$ cat src/hw/rtl/obpc_pkg.sv
package obpc_pkg;

   // field widths
   localparam int COORD_W    = 21;
   localparam int NORMAL_W   = 16;
   localparam int AXIS_W     = 16;
   localparam int CEN_W      = COORD_W + 1;
   localparam int POS_PROD_W = CEN_W + AXIS_W;
   localparam int NRM_PROD_W = NORMAL_W + AXIS_W;

   // register widths
   localparam int BOX_W = 3 * COORD_W;
   localparam int ROW_W = 3 * AXIS_W;
   localparam int TOL_W = 20;
   localparam int COS_W = 15;

   localparam int AXIS_FRAC_BITS_DEF = 14;
   localparam logic [COS_W-1:0] COS_LIMIT_RESET = 15'd16384;

   // register file port
   localparam int CSR_ADDR_W = 6;
   localparam int CSR_DATA_W = 64;
   localparam int CSR_LSB    = 3;

   typedef enum logic [2:0] {
      REG_BOX_CENTER      = 3'd0,
      REG_BOX_SIZE        = 3'd1,
      REG_AXIS_ROW_ZERO   = 3'd2,
      REG_AXIS_ROW_ONE    = 3'd3,
      REG_AXIS_ROW_TWO    = 3'd4,
      REG_INNER_TOLERANCE = 3'd5,
      REG_OUTER_TOLERANCE = 3'd6,
      REG_COSINE_LIMIT    = 3'd7
   } reg_index_type;

   typedef enum logic [1:0] {
      CLASS_INLIER    = 2'd0,
      CLASS_OUTLIER   = 2'd1,
      CLASS_CONTAINED = 2'd2
   } point_class_type;

   typedef struct packed {
      logic [BOX_W-1:0]          box_center;
      logic [BOX_W-1:0]          box_size;
      logic [2:0][ROW_W-1:0]     axis_row;
      logic [TOL_W-1:0]          inner_tol;
      logic [TOL_W-1:0]          outer_tol;
      logic [COS_W-1:0]          cos_limit;
   } cfg_type;

   // products indexed [axis row][component]
   typedef struct packed {
      logic [2:0][2:0][POS_PROD_W-1:0] pos;
      logic [2:0][2:0][NRM_PROD_W-1:0] nrm;
   } prod_type;

endpackage

$ cat src/hw/rtl/obpc_class_stage.sv
module obpc_class_stage #(
   parameter int AXIS_FRAC_BITS = obpc_pkg::AXIS_FRAC_BITS_DEF
) (
   input  obpc_pkg::prod_type         prod,
   input  obpc_pkg::cfg_type          cfg,
   output obpc_pkg::point_class_type  point_class,
   output logic                       normal_aligned
);
   import obpc_pkg::*;

   localparam int CMP_MIN = POS_PROD_W + 4;
   localparam int CMP_REQ = COORD_W + AXIS_FRAC_BITS + 3;
   localparam int CMP_W   = (CMP_REQ > CMP_MIN) ? CMP_REQ : CMP_MIN;
   localparam int DOT_MIN = NRM_PROD_W + 2;
   localparam int DOT_A   = 2 * AXIS_FRAC_BITS + 2;
   localparam int DOT_B   = COS_W + AXIS_FRAC_BITS + 1;
   localparam int DOT_AB  = (DOT_A > DOT_B) ? DOT_A : DOT_B;
   localparam int DOT_W   = (DOT_AB > DOT_MIN) ? DOT_AB : DOT_MIN;
   localparam logic [DOT_W-1:0] DOT_ONE = DOT_W'(1) << (2 * AXIS_FRAC_BITS);

   logic signed [CMP_W-1:0] proj;
   logic [CMP_W-1:0]        dist2;
   logic [CMP_W-1:0]        half2;
   logic [CMP_W-1:0]        tin;
   logic [CMP_W-1:0]        tout;
   logic [CMP_W-1:0]        diff;
   logic signed [DOT_W-1:0] dsum;
   logic [DOT_W-1:0]        dmag;
   logic [DOT_W-1:0]        lim;
   logic                    done;
   logic                    hit;
   point_class_type         cls;

   always_comb begin
      tin  = CMP_W'(cfg.inner_tol) << (AXIS_FRAC_BITS + 1);
      tout = CMP_W'(cfg.outer_tol) << (AXIS_FRAC_BITS + 1);
      cls  = CLASS_CONTAINED;
      done = 1'b0;
      for (int d = 0; d < 3; d++) begin
         proj  = $signed(prod.pos[d][0]) + $signed(prod.pos[d][1])
               + $signed(prod.pos[d][2]);
         dist2 = (proj[CMP_W-1] ? CMP_W'(-proj) : CMP_W'(proj)) << 1;
         half2 = CMP_W'(cfg.box_size[COORD_W*d +: COORD_W]) << AXIS_FRAC_BITS;
         diff  = (dist2 >= half2) ? dist2 - half2 : half2 - dist2;
         // first axis that decides wins
         if (!done) begin
            if (dist2 > half2 + tout) begin
               cls  = CLASS_OUTLIER;
               done = 1'b1;
            end else if (diff <= tin) begin
               cls  = CLASS_INLIER;
               done = 1'b1;
            end
         end
      end
   end

   always_comb begin
      lim = DOT_W'(cfg.cos_limit) << AXIS_FRAC_BITS;
      hit = 1'b0;
      for (int d = 0; d < 3; d++) begin
         dsum = $signed(prod.nrm[d][0]) + $signed(prod.nrm[d][1])
              + $signed(prod.nrm[d][2]);
         dmag = dsum[DOT_W-1] ? DOT_W'(-dsum) : DOT_W'(dsum);
         // cosine clamped to one before the test
         if (dmag > DOT_ONE) begin
            dmag = DOT_ONE;
         end
         if (dmag > lim) begin
            hit = 1'b1;
         end
      end
   end

   assign point_class    = cls;
   assign normal_aligned = hit && (cls == CLASS_INLIER);

endmodule
$ cat config.mk
export PLATFORM = sky130hd
export DESIGN_NAME = obpc_class_stage
export DESIGN_NICKNAME = d
export VERILOG_FILES = /design/src/hw/rtl/obpc_pkg.sv /design/src/hw/rtl/obpc_class_stage.sv
export SDC_FILE = /design/constraint.sdc
export NUM_CORES = 2
export LEC_CHECK = 0
export ABC_AREA = 1
export BUFFER_PORTS_ARGS = -buffer_cell sky130_fd_sc_hd__buf_2
export CAP_MARGIN = 20
export CORE_AREA = 2 2 373 375
export DETAILED_ROUTE_END_ITERATION = 10
export DIE_AREA = 0 0 375 377
export PLACE_DENSITY_LB_ADDON = 0.05
export SETUP_SLACK_MARGIN = 0.2
export SLEW_MARGIN = 10
export SYNTH_ARGS = -nofsm -noshare
export SYNTH_HDL_FRONTEND = slang
export SYNTH_SLANG_ARGS = --single-unit
$ cat constraint.sdc
create_clock -name vclk -period 9.95
set_clock_uncertainty 0.2 [all_clocks]
set_input_delay 0.995 -clock vclk [all_inputs]
set_output_delay 0.995 -clock vclk [all_outputs]
set_load 0.03 [all_outputs]
==> flow_summary_export.csv <==
group,metric,value,unit
die,die_area,141400,um2
routing,wire_per_inst,17.98,um
setup_path,cp-start-kind,"input pin",
setup_path,cpPeakStageDelay,530,ps
logic_synthesis,syn_nets,9139,
min_path,hold_path_class,"input pin to primary output",
logic_synthesis,syn_area_per_cell,5.737,um2
logic_synthesis,ys_warn_count,0,
outcome,outcome,"complete, but fails checks",
placed_design,gp_congestion,1.025,
sta,grt_setup_unrepaired,"true",
global_routing,grtUsageMet3,4.107,%
global_routing,antenna_found_initial,45,
global_routing,met1_usage,40.18,%
logic_synthesis,syn_area,42420,um2
sta,whs,2870,ps
finish,finalNonFillerCells,11110,
sta,final_hold_viol_count,0,
global_routing,grt_pass1_vias,52110,
global_routing,grt_usage,27.21,%
finish,design.seq.count,0,
power_and_ir_drop,pwr-share-clk,0,%
routing,drt-pass1-iter-count,7,
logic_synthesis,synthesis.instances,7395,
placed_design,place_hpwl,181200,um
finish,final_cell_mix,"nand2_1, buf_4, inv_1",
power_and_ir_drop,netSwitchingFraction,57.31,%
global_routing,met2_usage,42.76,%
power_and_ir_drop,peakVddDrop,0.1372,mV
global_routing,grt_start_max_net_pins,34,
setup_path,cp_max_fo,5,
global_routing,grt_pass1_wl,301400,um
power_and_ir_drop,switchingPower,0.009400,W
finish,layout.nets,11050,
min_path,worstHoldStart,"cfg[241]",
routing,first_iter_violations,3672,
die,ioPinCount,958,
die,row_count,136,
min_path,min_to,"normal_aligned",
min_path,min_path_cells,12,
sta,fmax,0.1004,GHz
power_and_ir_drop,power.internal,0.007001,W
logic_synthesis,synth_cell_types,66,
setup_path,crit_path_frequent_cell,"buf_4",
global_routing,grt_busiest_layer,"met2",
sta,finalCritPeriodShare,100.1,%
die,start_util,30.97,%
power_and_ir_drop,power_density,275.5,nW/um2
placed_design,placed_cells,10970,
finish,drive_gt1_share,27.19,%
sta,setup_violations,1,
sta,worstMarginPinSlew,743.4,ps
sta,tns,-6.608,ps
setup_path,cp.arrival,8760,ps
finish,n_clock_buffer,0,
global_routing,grt-ovfl-total,0,
setup_path,end_kind,"primary output",
power_and_ir_drop,comb_power_share,100.0,%
setup_path,required,8760,ps
sta,fin_crit,9957,ps
die,core,137000,um2
finish,area_delta_synth_final,40.32,%
sta,finalWorstSetupSlack,-6.608,ps
die,fp.dieH,377,um
power_and_ir_drop,p_seq_share,0,%
logic_synthesis,seq_area_frac_synth,0,%
finish,ff_latch_area,0,um2
routing,drc_errors,0,
routing,viasPerCell,4.898,
outcome,violations,"negative setup slack",
finish,layout_commonest_cell,"nand2_1",
routing,ant_nets,0,
sta,relSlewSlack,49.98,%
placed_design,placement.io_buffers,751,
flow_run,max_cap_viol_count,0,
sta,slew_violations,0,
routing,vias,54420,
power_and_ir_drop,power.leakage,32.44,nW
routing,routed_wl,199700,um
setup_path,slowest_stage,"fa_1",
die,die_w,375,um
setup_path,criticalPathCategory,"input pin to primary output",
-- worst max-delay path, delay by kind of cell --
kind                       cells  cell delay (ps)
AOI/OAI and AO/OA              2              140
and+or+nand+nor               28             3070
adders and majority gates      4             1430
buffers and inverters         23             2670
xor gates and xnor gates       2              450
-- per-layer routing --
layer	wire [um]	share of wire [%]
met1	98540	49
met2	85050	43
met3	13570	6.8
met4	2273	1.1
met5	280	0.14
-- worst max-delay path by stage --
stage               startpoint             end  slack [ps]
global placement     prod[289]  normal_aligned       -1510
detailed placement   prod[289]  normal_aligned       -1620
CTS                  prod[517]  normal_aligned        -120
floorplan            prod[403]  normal_aligned         210
global route         prod[441]  normal_aligned        -490
finish               prod[441]  normal_aligned          -7
-- power by group through the flow --
stage | combinational [W] | clock, W | sequential (W)
after floorplan | 0.00839 | 0 | 0
after global placement | 0.0146 | 0 | 0
after detailed placement | 0.0146 | 0 | 0
after CTS | 0.0157 | 0 | 0
after global routing | 0.0181 | 0.0000000000814 | 0
final | 0.0164 | 0.000000000108 | 0
-- area by class of cell --
type / instances / area (um2)
antenna: 10 / 25.02
timing repair buffer: 1962 / 13080
inverter: 1204 / 4537
fill: 15230 / 77450
multi-input combinational: 6139 / 39640
tap: 1794 / 2245
timing repair inverter: 1 / 6.256
-- kinds of logic after synthesis --
logic type                 count (synthesis)  share of synthesized area, %
and+or+nand+nor                         3894                         39.49
buffers and inverters                   1259                         11.45
AOI/OAI and AO/OA                       1084                         14.21
adders and majority gates                789                         27.20
xor gates and xnor gates                 363                         7.512
muxes                                      6                        0.1416
-- per-stage QoR --
step                      util, %  total power, W  cell area (um2)  setup WS [ps]
after floorplan                 -        0.008394            42440          214.6
after global placement      41.06         0.01463            56250          -1507
after CTS                   42.67         0.01574            58440         -118.0
final                       43.46         0.01640            59530         -6.608
after global routing        43.45         0.01813            59520         -490.2
after detailed placement    41.06         0.01464            56250          -1621
-- cells in the mapped netlist (37+ instances only) --
| library cell | n | area [um2] |
|---|---|---|
| nor2_2 | 37 | 231.5 |
| a21oi_1 | 545 | 2728 |
| o21ai_0 | 286 | 1431 |
| xor2_1 | 240 | 2102 |
| nand4_1 | 165 | 1032 |
| inv_1 | 1182 | 4437 |
| ha_1 | 567 | 7094 |
| nand2_1 | 2118 | 7950 |
| nand3_1 | 515 | 2577 |
| fa_1 | 222 | 4444 |
| nor3_1 | 75 | 375.4 |
| nand2_2 | 54 | 337.8 |
| nor2_1 | 779 | 2924 |
| xnor2_1 | 122 | 1069 |
-- repair_timing --
action,in CTS,in global routing
gates resized for setup,304,213
buffers inserted,100,25
hold buffers,0,0
cloned,6,1
endpoints found under the setup margin,3,3
pin swaps,147,175
(Power assumes the default switching activity.)
