===== config.mk =====
export PLATFORM = sky130hd
export DESIGN_NAME = obpc_csr
export DESIGN_NICKNAME = d
export VERILOG_FILES = /design/src/hw/rtl/obpc_pkg.sv /design/src/hw/rtl/obpc_csr.sv
export SDC_FILE = /design/constraint.sdc
export NUM_CORES = 1
export LEC_CHECK = 0
export ABC_AREA = 1
export BUFFER_PORTS_ARGS = -buffer_cell sky130_fd_sc_hd__buf_2
export CORE_AREA = 2 2 180 182
export DETAILED_ROUTE_END_ITERATION = 10
export DIE_AREA = 0 0 182 184
export GPL_TIMING_DRIVEN = 0
export HOLD_SLACK_MARGIN = 0.15
export PLACE_DENSITY = 0.8
export SKIP_CTS_REPAIR_TIMING = 1
export SLEW_MARGIN = 15
export SYNTH_ARGS = -nofsm -noshare
export SYNTH_HDL_FRONTEND = slang
export SYNTH_SLANG_ARGS = --single-unit

===== constraint.sdc =====
create_clock -name clock -period 1.46 [get_ports clock]
set_input_delay 0.146 -clock clock [delete_from_list [all_inputs] [get_ports clock]]
set_output_delay 0.146 -clock clock [all_outputs]
set_load 0.01 [all_outputs]

===== src/hw/rtl/obpc_pkg.sv =====
package obpc_pkg;

   // field widths
   localparam int COORD_W    = 21;
   localparam int NORMAL_W   = 16;
   localparam int AXIS_W     = 16;
   localparam int CEN_W      = COORD_W + 1;
   localparam int POS_PROD_W = CEN_W + AXIS_W;
   localparam int NRM_PROD_W = NORMAL_W + AXIS_W;

   // register widths
   localparam int BOX_W = 3 * COORD_W;
   localparam int ROW_W = 3 * AXIS_W;
   localparam int TOL_W = 20;
   localparam int COS_W = 15;

   localparam int AXIS_FRAC_BITS_DEF = 14;
   localparam logic [COS_W-1:0] COS_LIMIT_RESET = 15'd16384;

   // register file port
   localparam int CSR_ADDR_W = 6;
   localparam int CSR_DATA_W = 64;
   localparam int CSR_LSB    = 3;

   typedef enum logic [2:0] {
      REG_BOX_CENTER      = 3'd0,
      REG_BOX_SIZE        = 3'd1,
      REG_AXIS_ROW_ZERO   = 3'd2,
      REG_AXIS_ROW_ONE    = 3'd3,
      REG_AXIS_ROW_TWO    = 3'd4,
      REG_INNER_TOLERANCE = 3'd5,
      REG_OUTER_TOLERANCE = 3'd6,
      REG_COSINE_LIMIT    = 3'd7
   } reg_index_type;

   typedef enum logic [1:0] {
      CLASS_INLIER    = 2'd0,
      CLASS_OUTLIER   = 2'd1,
      CLASS_CONTAINED = 2'd2
   } point_class_type;

   typedef struct packed {
      logic [BOX_W-1:0]          box_center;
      logic [BOX_W-1:0]          box_size;
      logic [2:0][ROW_W-1:0]     axis_row;
      logic [TOL_W-1:0]          inner_tol;
      logic [TOL_W-1:0]          outer_tol;
      logic [COS_W-1:0]          cos_limit;
   } cfg_type;

   // products indexed [axis row][component]
   typedef struct packed {
      logic [2:0][2:0][POS_PROD_W-1:0] pos;
      logic [2:0][2:0][NRM_PROD_W-1:0] nrm;
   } prod_type;

endpackage


===== src/hw/rtl/obpc_csr.sv =====
module obpc_csr (
   input  logic                              clock,
   input  logic                              reset,
   input  logic                              psel,
   input  logic                              penable,
   input  logic                              pwrite,
   input  logic [obpc_pkg::CSR_ADDR_W-1:0]   paddr,
   input  logic [obpc_pkg::CSR_DATA_W-1:0]   pwdata,
   output logic [obpc_pkg::CSR_DATA_W-1:0]   prdata,
   output logic                              pready,
   output obpc_pkg::cfg_type                 cfg
);
   import obpc_pkg::*;

   cfg_type       cfg_ff;
   reg_index_type reg_index;
   logic          write_en;

   assign pready    = 1'b1;
   assign reg_index = reg_index_type'(paddr[CSR_ADDR_W-1:CSR_LSB]);
   assign write_en  = psel && penable && pwrite && pready;
   assign cfg       = cfg_ff;

   always_ff @(posedge clock) begin
      if (reset) begin
         cfg_ff <= '{box_center: '0, box_size: '0, axis_row: '0, inner_tol: '0,
                     outer_tol: '0, cos_limit: COS_LIMIT_RESET};
      end else if (write_en) begin
         case (reg_index)
            REG_BOX_CENTER:      cfg_ff.box_center  <= pwdata[BOX_W-1:0];
            REG_BOX_SIZE:        cfg_ff.box_size    <= pwdata[BOX_W-1:0];
            REG_AXIS_ROW_ZERO:   cfg_ff.axis_row[0] <= pwdata[ROW_W-1:0];
            REG_AXIS_ROW_ONE:    cfg_ff.axis_row[1] <= pwdata[ROW_W-1:0];
            REG_AXIS_ROW_TWO:    cfg_ff.axis_row[2] <= pwdata[ROW_W-1:0];
            REG_INNER_TOLERANCE: cfg_ff.inner_tol   <= pwdata[TOL_W-1:0];
            REG_OUTER_TOLERANCE: cfg_ff.outer_tol   <= pwdata[TOL_W-1:0];
            REG_COSINE_LIMIT:    cfg_ff.cos_limit   <= pwdata[COS_W-1:0];
            default: ;
         endcase
      end
   end

   always_comb begin
      case (reg_index)
         REG_BOX_CENTER:      prdata = CSR_DATA_W'(cfg_ff.box_center);
         REG_BOX_SIZE:        prdata = CSR_DATA_W'(cfg_ff.box_size);
         REG_AXIS_ROW_ZERO:   prdata = CSR_DATA_W'(cfg_ff.axis_row[0]);
         REG_AXIS_ROW_ONE:    prdata = CSR_DATA_W'(cfg_ff.axis_row[1]);
         REG_AXIS_ROW_TWO:    prdata = CSR_DATA_W'(cfg_ff.axis_row[2]);
         REG_INNER_TOLERANCE: prdata = CSR_DATA_W'(cfg_ff.inner_tol);
         REG_OUTER_TOLERANCE: prdata = CSR_DATA_W'(cfg_ff.outer_tol);
         REG_COSINE_LIMIT:    prdata = CSR_DATA_W'(cfg_ff.cos_limit);
         default:             prdata = '0;
      endcase
   end

endmodule


==> metrics.md <==
| Metric | Value |
|---|---|
| Simple-Gate Fraction of Synth Area | `0.354` |
| Mapped Area | `14600 µm²` |
| Nets | `about 2800` |
| CTS Sinks | `325` |
| Setup TNS | `-2.63 ns` |
| Slew Viols, Final | `0` |
| Compound-cell area share of the yosys netlist | `0.121` |
| Largest register FFs | `between 300 and 400` |
| Synth Warn # | `0` |
| Hold_sp | `pwdata[8]` |
| Row count | `65` |
| Total power | `20.0 mW` |
| Area Growth Syn to Fin | `41.2%` |
| Largest net degree at the start of global routing | `13` |
| Drt drc | `0` |
| 1st-iter DRT viols | `2338` |
| Start-to-end type of the worst setup path | `reg -> out` |
| Drt pass-1 iters | `8` |
| Rel. slew slack | `0.386` |
| Place WS | `-0.657 ns` |
| Failing checks | `setup timing` |
| First-pass GRT wire length | `~100000 µm` |
| Crit start category | `flop` |
| Share of layout cells above drive strength 1 | `0.351` |
| Clock Latency Late Sink | `roughly 0.52 ns` |
| Post-DP HPWL | `51800 µm` |
| Mean Syn Cell Area | `slightly below 7 µm²` |
| Main combinational cell family by area after synthesis | `simple AND/OR/NAND/NOR gates` |
| Vias in the first global route | `16900` |
| Final ANT Viol Nets | `0` |
| Avg WL per Cell | `around 24 µm` |
| VDD IR-drop max | `about 0.66 mV` |
| I/O pin count | `465` |
| Mapped Cells | `~2100` |
| CTS tree | `done` |
| #FFs+latches synth | `325` |
| Required @ worst endpoint | `1.31 ns` |
| Num CTS Buffers | `36` |
| Clk_skew | `0 ns` |
| Root buffer cell | `clkbuf_16` |
| Final hold vios | `0` |
| Worst setup margin | `-0.198 ns` |
| Post-synthesis sequential area ratio | `0.445` |
| Critical path endpoint category | `primary output` |
| Die span in y | `184 µm` |
| Final setup vio count | `44` |
| Least-Margin Pin Slew | `0.921 ns` |
| Initial antenna violation count | `4` |
| Max Clk Rate | `603 MHz` |
| Final min period | `1.66 ns` |
| Pwr Density | `969 nW/µm²` |
| RSZ-0062 raised after global routing | `yes` |
| # fillers | `2734` |
| Max_cap viols | `0` |
| CP delay by family, top | `simple AND/OR/NAND/NOR gates` |
| Reg2reg start | `cfg[73]` |
| Run status | `finished with violations` |
| Slowest cell on crit path | `dfxtp_2` |
| Routed wire length | `73900 µm` |
| GR Overflow Total | `0` |
| Mux cell area share after synthesis | `0` |
| Slowest Stage Delay on Critical Path | `0.33 ns` |
| Area occupied by multi-input gates | `approximately 7500 µm²` |
| Tightest Hold Check Type | `in -> reg` |
| Post-synth cell types | `23` |
| Number of buffers added on ports | `441` |
| Worst-path clk slew | `roughly 0.060 ns` |
| WP buf/inv | `1` |
| Fin crit share | `1.14` |
| Die X | `182 µm` |
| Critical path arrival | `1.51 ns` |
| CP max FO | `3` |
| Via count | `roughly 19000` |
| Synthesized Nets | `2204` |
| Die Area | `between 30000 and 40000 µm²` |
| Cell leakage power | `10.0 nW` |
| Placer congestion estimate | `1.01` |
| CTS Buffer Depth | `3` |
| Via/cell ratio | `approximately 6` |
| Area occupied by registers | `between 6000 and 7000 µm²` |
| Synth Area in XOR/XNOR | `0` |
| Initial Util | `0.466` |
| R2r setup slk | `0.60 ns` |
| Critical path, cell by cell | `nand4_1, nand2_1, nor2_1, nand3_1, buf_2` |
| CTS H-tree depth | `2` |
| GRT Overall Usage | `0.403` |
| Core box area | `31400 µm²` |
| Crit path from | `cfg[63]` |
| Post-synthesis adder-cell area fraction | `0` |
worst reg2reg max path, stage by stage (launching register included):
cell     delay, ns
dfxtp_2       0.32
buf_4         0.13
o21ai_0       0.22
nor2_1        0.07
cells in the final DEF, fill, tap and decap left out, types with 16 or more instances in the layout:
master / netlist / final
buf_2: 79 / 487
buf_4: 14 / 68
buf_6: 1 / 20
clkbuf_1: 104 / 92
clkbuf_16: 0 / 43
clkbuf_2: 0 / 16
dfxtp_1: 325 / 190
dfxtp_2: 0 / 122
dlygate4sd3_1: 0 / 48
inv_1: 54 / 52
nand2_1: 278 / 227
nand2_2: 2 / 41
nand3_1: 72 / 40
nand3_2: 2 / 33
nand4_1: 76 / 76
nor2_1: 433 / 402
nor2_2: 3 / 29
nor3_1: 310 / 310
o21ai_0: 308 / 281
o21ai_1: 44 / 51
o21ai_2: 0 / 20
final cells by class:
class | count | share of cell area
repair buffers | 549 | 0.163
clock inverters | 5 | 0.00279
well taps | 402 | 0.0244
multi-input cells | 1535 | 0.362
flip-flops and latches | 325 | 0.325
inverters | 62 | 0.0137
plain buffers | 207 | 0.0586
diodes | 3 | 0.000364
clock buffers | 52 | 0.0505
per-layer routing:
metal,track usage,wire length (µm),up-vias
li1,-,-,8295
met1,0.486,26500,8654
met2,0.642,33000,1563
met3,0.109,8910,350
met4,0.247,5410,2
met5,0,8,-
cell usage after synthesis:
cell type | n | share of area
nor2_1 | 433 | 0.11
dfxtp_1 | 325 | 0.45
nor3_1 | 310 | 0.11
o21ai_0 | 308 | 0.11
nand2_1 | 278 | 0.071
clkbuf_1 | 104 | 0.027
buf_2 | 79 | 0.027
nand4_1 | 76 | 0.033
nand3_1 | 72 | 0.025
inv_1 | 54 | 0.014
o21ai_1 | 44 | 0.015
buf_4 | 14 | 0.0072
buf_1 | 9 | 0.0023
inv_2 | 5 | 0.0013
nor2_4 | 4 | 0.0031
nor2_2 | 3 | 0.0013
conb_1 | 2 | 0.00051
inv_4 | 2 | 0.00086
nand2_2 | 2 | 0.00086
nand3_2 | 2 | 0.0014
buf_6 | 1 | 0.00077
clkinv_1 | 1 | 0.00026
nand3_4 | 1 | 0.0012
worst paths after layout:
kind | endpoint | cells past startpoint
max | prdata[8] | 5
min | cfg[43] | 3
max reg2reg | cfg[73] | 3
min reg2reg | cfg[7] | 2
cells by family (layout without fill, tap and decap cells):
family	count (synthesis)	after routing
flops	325	325
other cells	2	5
compound gates	352	352
buf+inv	269	875
simple gates	1181	1181
per-stage QoR:
stage	util	instances	instance area, µm²	hold WS, ns
floorplan	-	2129	14600	0.288
global placement	0.552	2972	17300	0.396
detailed placement	0.552	2972	17300	0.407
CTS	0.587	3029	18400	-0.126
global route	0.657	3139	20600	0.154
finish	0.657	3140	20600	0.153
power by group:
part | total, mW | switching (mW) | internal (mW)
combinational | 2.02 | 1.40 | 0.628
clock | 8.88 | 3.77 | 5.11
sequential | 9.08 | 0.112 | 8.97
Power figures use the tool's default switching activity.
